[src/rtl/core/psd_pkg.sv]
package psd_pkg;

    localparam int COORD_WIDTH = 16;
    localparam int DIST_BITS   = 43;

    localparam int DW  = COORD_WIDTH + 1;
    localparam int PW  = 2 * DW;
    localparam int SW  = PW + 1;
    localparam int LW  = 2 * COORD_WIDTH + 1;
    localparam int CRW = 2 * COORD_WIDTH + 1;

    typedef enum logic [1:0] {
        REGION_BEGIN    = 2'd0,
        REGION_INTERIOR = 2'd1,
        REGION_END      = 2'd2
    } region_t;

    typedef struct packed {
        logic signed [COORD_WIDTH-1:0] point_x;
        logic signed [COORD_WIDTH-1:0] point_y;
        logic signed [COORD_WIDTH-1:0] seg_begin_x;
        logic signed [COORD_WIDTH-1:0] seg_begin_y;
        logic signed [COORD_WIDTH-1:0] seg_end_x;
        logic signed [COORD_WIDTH-1:0] seg_end_y;
    } in_item_t;

    typedef struct packed {
        logic [DIST_BITS-1:0] dist_sq;
        region_t              region;
    } out_item_t;

    typedef struct packed {
        region_t       region;
        logic [LW-1:0] len;
        logic [LW-1:0] alt;
    } side_t;

endpackage

[src/rtl/core/psd_square.sv]
module psd_square (
    input  logic                          clk,
    input  logic                          rst_n,
    input  logic                          adv,
    input  logic                          in_valid,
    input  logic [psd_pkg::CRW-1:0]       cross_mag,
    input  psd_pkg::side_t                in_side,
    output logic                          out_valid,
    output logic [2*psd_pkg::CRW-1:0]     cross_sq,
    output psd_pkg::side_t                out_side
);

    localparam int CRW = psd_pkg::CRW;
    localparam int H   = (CRW + 1) / 2;
    localparam int HI  = CRW - H;
    localparam int QSW = 2 * CRW;
    localparam int HHW = 2 * HI;
    localparam int HLW = HI + H;
    localparam int LLW = 2 * H;

    logic [1:0] valid_reg;

    logic [2*HI-1:0]  hh_reg;
    logic [HI+H-1:0]  hl_reg;
    logic [2*H-1:0]   ll_reg;
    psd_pkg::side_t   side_a_reg, side_b_reg;
    logic [QSW-1:0]   sq_reg, sq_next;

    always_comb
    begin
        sq_next = (QSW'(hh_reg) << (2 * H))
                + (QSW'(hl_reg) << (H + 1))
                + QSW'(ll_reg);
    end

    always_ff @(posedge clk or negedge rst_n)
    begin
        if (!rst_n)
        begin
            valid_reg <= '0;
        end
        else if (adv)
        begin
            valid_reg <= {valid_reg[0], in_valid};
        end
    end

    always_ff @(posedge clk)
    begin
        if (adv)
        begin
            hh_reg     <= HHW'(cross_mag[CRW-1:H]) * HHW'(cross_mag[CRW-1:H]);
            hl_reg     <= HLW'(cross_mag[CRW-1:H]) * HLW'(cross_mag[H-1:0]);
            ll_reg     <= LLW'(cross_mag[H-1:0]) * LLW'(cross_mag[H-1:0]);
            side_a_reg <= in_side;
            sq_reg     <= sq_next;
            side_b_reg <= side_a_reg;
        end
    end

    assign out_valid = valid_reg[1];
    assign cross_sq  = sq_reg;
    assign out_side  = side_b_reg;

endmodule

[config.mk]
export PLATFORM = sky130hd
export DESIGN_NAME = psd_square
export DESIGN_NICKNAME = d
export VERILOG_FILES = /design/src/rtl/core/psd_pkg.sv /design/src/rtl/core/psd_square.sv
export SDC_FILE = /design/constraint.sdc
export NUM_CORES = 2
export LEC_CHECK = 0
export BUFFER_PORTS_ARGS = -buffer_cell sky130_fd_sc_hd__buf_2
export CAP_MARGIN = 10
export CORE_MARGIN = 4
export CORE_UTILIZATION = 51
export DETAILED_ROUTE_END_ITERATION = 12
export PLACE_DENSITY = 0.69
export SYNTH_ARGS = -nofsm -noshare
export SYNTH_HDL_FRONTEND = slang
export SYNTH_SLANG_ARGS = --single-unit
[constraint.sdc]
create_clock -name clk -period 3.3 [get_ports clk]
set_clock_uncertainty 0.1 [all_clocks]
set_input_delay 0.33 -clock clk [delete_from_list [all_inputs] [get_ports clk]]
set_output_delay 0.33 -clock clk [all_outputs]
set_load 0.02 [all_outputs]
# Word-level counts from Yosys, hierarchy flattened
# Index checks and enable logic that the tools add are counted.
word_totals:
  register_bits: 303
  in_bits: 105
  elab_cells: 16
classes:
  addsub: 2
  mul: 3
op_table:
  columns: ["op", "n"]
  rows:
  - ["$add 66x34->66", 1]
  - ["$add 66x51->66", 1]
  - ["$mul 17x17->34", 1]
  - ["$mul 16x17->33", 1]
  - ["$mul 16x16->32", 1]

# Longest topological paths before layout
logic_depth:
  word_depth: 2
  mapped_depth: 26
  depth_no_buf: 24

# Worst setup path after synthesis
# OpenSTA, ideal clock, no wires.
synth_timing:
  kind: "in2reg"
  from: "in cross_mag[10] in the netlist's numbering"
  to: "reg hl_reg[30], data pin"
  setup_ns: 0.269
  arrival_ns: 5.950
  t_required_ns: 2.931
  slack_ns: -3.019
  path_stages: 21
  n_path_buf: 2
  cell_sequence: "clkbuf_1 clkbuf_1 nand2_1 fa_1 fa_1 fa_1 fa_1 inv_1 fa_1 inv_1 fa_1 inv_1 ha_1 nand3_1 nor4b_1 nor3_1 a21oi_1 a41oi_1 a311o_1 o31ai_1 xor2_1"
synth_via:
  elab_chain_cells: 1
synth_rtl:
  columns: ["element", "line_no", "source"]
  rows:
  - ["start: declaration", "psd_square.sv:6", "input logic [psd_pkg::CRW-1:0] cross_mag,"]
  - ["$mul 16x17->33", "psd_square.sv:53", "hl_reg <= HLW'(cross_mag[CRW-1:H]) * HLW'(cross_mag[H-1:0]);"]
  - ["end signal: assignment", "psd_square.sv:53", null]
  - ["end: declaration", "psd_square.sv:24", "logic [HI+H-1:0] hl_reg;"]
# Every way passes these cells.
# A chain may end at the register's enable or synchronous reset.

# Worst setup path after layout
layout_timing:
  from: "in cross_mag[20] in the netlist's numbering"
  to: "reg hh_reg[31], data pin"
layout_via:
  elab_chain_cells: 1
layout_rtl:
  columns: ["element", "line_no", "source"]
  rows:
  - ["$mul 16x16->32", "psd_square.sv:52", "hh_reg <= HHW'(cross_mag[CRW-1:H]) * HHW'(cross_mag[CRW-1:H]);"]
  - ["end signal: assignment", "psd_square.sv:52", null]
  - ["end: declaration", "psd_square.sv:23", "logic [2*HI-1:0] hh_reg;"]
# Every way passes these cells.

==> metrics.log <==
[metrics] post-synthesis instance area: 35200 um2
[metrics] worst path setup slack after routing: -2230 ps
[metrics] post-synth top area cell: sky130_fd_sc_hd__fa_1
[metrics] met3 GRT Util: 4.24%
[metrics] synth cell count leaders: sky130_fd_sc_hd__inv_1 (750), sky130_fd_sc_hd__fa_1 (563), sky130_fd_sc_hd__ha_1 (348)
[metrics] core region area: 68500 um2
[metrics] clock-pin slew on the worst setup and hold paths: 60 ps
[metrics] Synth Net Count: 4372
[metrics] leading cell type by number of instances after synthesis: sky130_fd_sc_hd__inv_1
[metrics] number of synthesis warnings: 0
[metrics] H-tree Lvls: 2
[metrics] area grow syn2layout: 36.4%
[metrics] clock tree from TritonCTS: built
[metrics] combined area of the multi-input logic cells: 25500 um2
[metrics] Final Max Slew Viols: 0
[metrics] critical path data required time: 3500 ps
[metrics] clock network latency to the later pin of the worst-skew pair: 570 ps
[metrics] Routability Congestion: 0.900
[metrics] top flip-flop cell by instance count after synthesis: sky130_fd_sc_hd__edfxtp_1
[metrics] die area: 73200 um2
[metrics] effective utilization at floorplan: 51.4%
[metrics] Vias per Instance: 5.11
[metrics] EDFF count, synth: 298
[metrics] number of instances in the synthesized netlist: 3356
[metrics] number of buffers created by CTS: 35
[metrics] FF/Latch Area: 9000 um2
[metrics] sequential share of the synthesized area: 25.6%
[metrics] initial antenna violation count: 1
[metrics] total wire length after detailed routing: 92.9 mm
[metrics] met1 usage: 31.1%
[metrics] Worst Reg-to-Reg Cells: 10
[metrics] Max Fclk: 0.181 GHz
[metrics] worst hold path depth: 1
[metrics] Final min period: 5530 ps
[metrics] final setup violation count: 87
[metrics] ratio of cells with drive above 1 in the final layout: 34.9%
[metrics] category of the critical setup timing path: primary input to flop
[metrics] Hold Worst Slack: 51.7 ps
[metrics] fill cell count: 4812
[metrics] fin nets: 5316
[metrics] per-instance average area after synthesis: 10.5 um2
[metrics] I/O Buffers: 238
[metrics] violated checks: setup timing
[metrics] data arrival time at the worst-slack endpoint: 5730 ps
[metrics] routed via count: 26603
[metrics] wire length of the first global-routing pass: 147 mm
[metrics] Detail Route Antenna Nets: 0
[metrics] reported max-cap violation count: 0
[metrics] vertical die dimension: 271 um
[metrics] type of element launching the critical path: primary input
[metrics] worst-margin pin slew: 648 ps
[metrics] number of global-route vias before repair: 28868
[metrics] most area-consuming cells after synthesis: sky130_fd_sc_hd__fa_1 (32%), sky130_fd_sc_hd__edfxtp_1 (25%), sky130_fd_sc_hd__ha_1 (12%)
[metrics] clk sink count: 300
[metrics] run status: finished, violations left
[metrics] final clock period utilization by the worst path: 167%
[metrics] count of standard-cell rows: 96
[metrics] path category of the worst min-delay check: primary input to flop
[metrics] synth unique cells: 61
[metrics] final count of hold timing violations: 0
[metrics] number of register bits inferred by synthesis: 300
[metrics] launch instance of the worst register-to-register path: ll_reg[30]
[metrics] Routed WL per cell: 17.9 um
[metrics] clock buffer depth: 3
[metrics] global-route congestion overflow total: 0
[metrics] startpoint of the tightest hold check path: cross_mag[0]
[metrics] length of the first detailed-routing pass in iterations: 5
[metrics] all-layer global routing usage: 25.0%
[metrics] top fanout value on the critical path: 8
[metrics] number of ports placed on the die boundary: 240
[metrics] initial DRC count: 1401
[metrics] RSZ-0062 raised after global routing: true
[metrics] grt peak-use layer: met2
[metrics] Inserted Diodes: 0
[metrics] critical path launch point: cross_mag[20]
[metrics] die width: 271 um
[metrics] met2 capacity usage during global routing: 44.4%
[metrics] Max transition margin: 56.7%
[metrics] # DRC: 0
[metrics] Root Buffer Master: sky130_fd_sc_hd__clkbuf_16
[metrics] detailed placement HPWL: 70.3 mm
[metrics] largest net degree at the start of global routing: 75
[metrics] endpoint kind of the worst setup timing path: flop
[metrics] Finished Core Util: 70.1%
[metrics] fraction of synthesis flops using an asynchronous set or reset pin: 0.667%
[metrics] area share of the leading cell type in the synthesized netlist: 32.0%
[metrics by stage]
stage,cell area (um2),setup WS (ps),setup TNS (ps),std cells
final,48000,-2230,-134900,5206
after floorplan,36500,-2610,-149670,3356
after global placement,42400,-2970,-201860,4940
after global routing,48000,-2330,-144990,5206
after CTS,46600,-2180,-128550,5157
after detailed placement,42400,-3050,-208270,4940
[worst max-delay path, cell delays in order]
cell	delay [ps]
sky130_fd_sc_hd__buf_12	120
sky130_fd_sc_hd__buf_6	120
sky130_fd_sc_hd__nand2_4	60
sky130_fd_sc_hd__inv_2	40
sky130_fd_sc_hd__fa_1	530
sky130_fd_sc_hd__inv_1	50
sky130_fd_sc_hd__fa_1	500
sky130_fd_sc_hd__inv_2	40
sky130_fd_sc_hd__fa_1	470
sky130_fd_sc_hd__inv_1	50
sky130_fd_sc_hd__fa_1	480
sky130_fd_sc_hd__inv_1	50
sky130_fd_sc_hd__fa_1	450
sky130_fd_sc_hd__fa_1	540
sky130_fd_sc_hd__ha_4	220
sky130_fd_sc_hd__nand4_1	160
sky130_fd_sc_hd__nor2_4	70
sky130_fd_sc_hd__o31ai_4	290
sky130_fd_sc_hd__a21oi_2	110
sky130_fd_sc_hd__a221o_1	430
sky130_fd_sc_hd__o311a_4	340
sky130_fd_sc_hd__mux2i_1	110
sky130_fd_sc_hd__and3_1	150
[placed cells by master (no fill, tap or decap), types with 70 or more instances in the layout]
cell type and count:
sky130_fd_sc_hd__inv_1 654, sky130_fd_sc_hd__fa_1 515, sky130_fd_sc_hd__buf_6 102, sky130_fd_sc_hd__nor2_1 89, sky130_fd_sc_hd__xnor2_1 88, sky130_fd_sc_hd__dlygate4sd3_1 71
sky130_fd_sc_hd__ha_1 269, sky130_fd_sc_hd__a21o_1 70, sky130_fd_sc_hd__buf_2 204, sky130_fd_sc_hd__buf_4 572, sky130_fd_sc_hd__edfxtp_1 298, sky130_fd_sc_hd__and2_1 151
sky130_fd_sc_hd__nand2_1 295, sky130_fd_sc_hd__inv_2 93
[kinds of logic after synthesis]
family / synth area share, %
fa+ha+maj: 44.4
buf+inv: 9.23
compound gates: 6.27
xor+xnor: 3.59
simple gates: 10.8
mux: 0.156
flops: 25.6
other cells: 0.0107
[path summary, 6_finish.rpt]
path	endpoint	slack, ps
worst min register to register	cross_sq[5]	310
min in group asynchronous	valid_reg[0]	540
worst max register to register	cross_sq[61]	-200
worst min-delay path	ll_reg[0]	50
max in group asynchronous	valid_reg[1]	2440
worst max-delay path	hh_reg[31]	-2230
[layout make-up]
type	count	area share, %
inverter	756	5.96
timing repair buffer	1015	17.7
multi-input combinational	2192	53.1
clock buffer	43	1.89
tap	882	2.30
clock inverter	18	0.373
sequential	300	18.8
[timing repair]
action / CTS / global route
endpoints found under the setup margin: 104 / 101
buffers inserted: 86 / 60
pin swaps: 245 / 236
cloned: 5 / 3
hold buffers: 71 / 0
resized for setup: 409 / 244
hold endpoints to repair: 71 / 0
[per-layer routing]
metal	wire length, um	up-vias
met5	13	-
met4	3720	2
met1	36500	13339
li1	-	12373
met3	5010	206
met2	47700	683
Power is not shown: default switching activity piles up to over one toggle a cycle in this logic, so the estimate is an artifact.
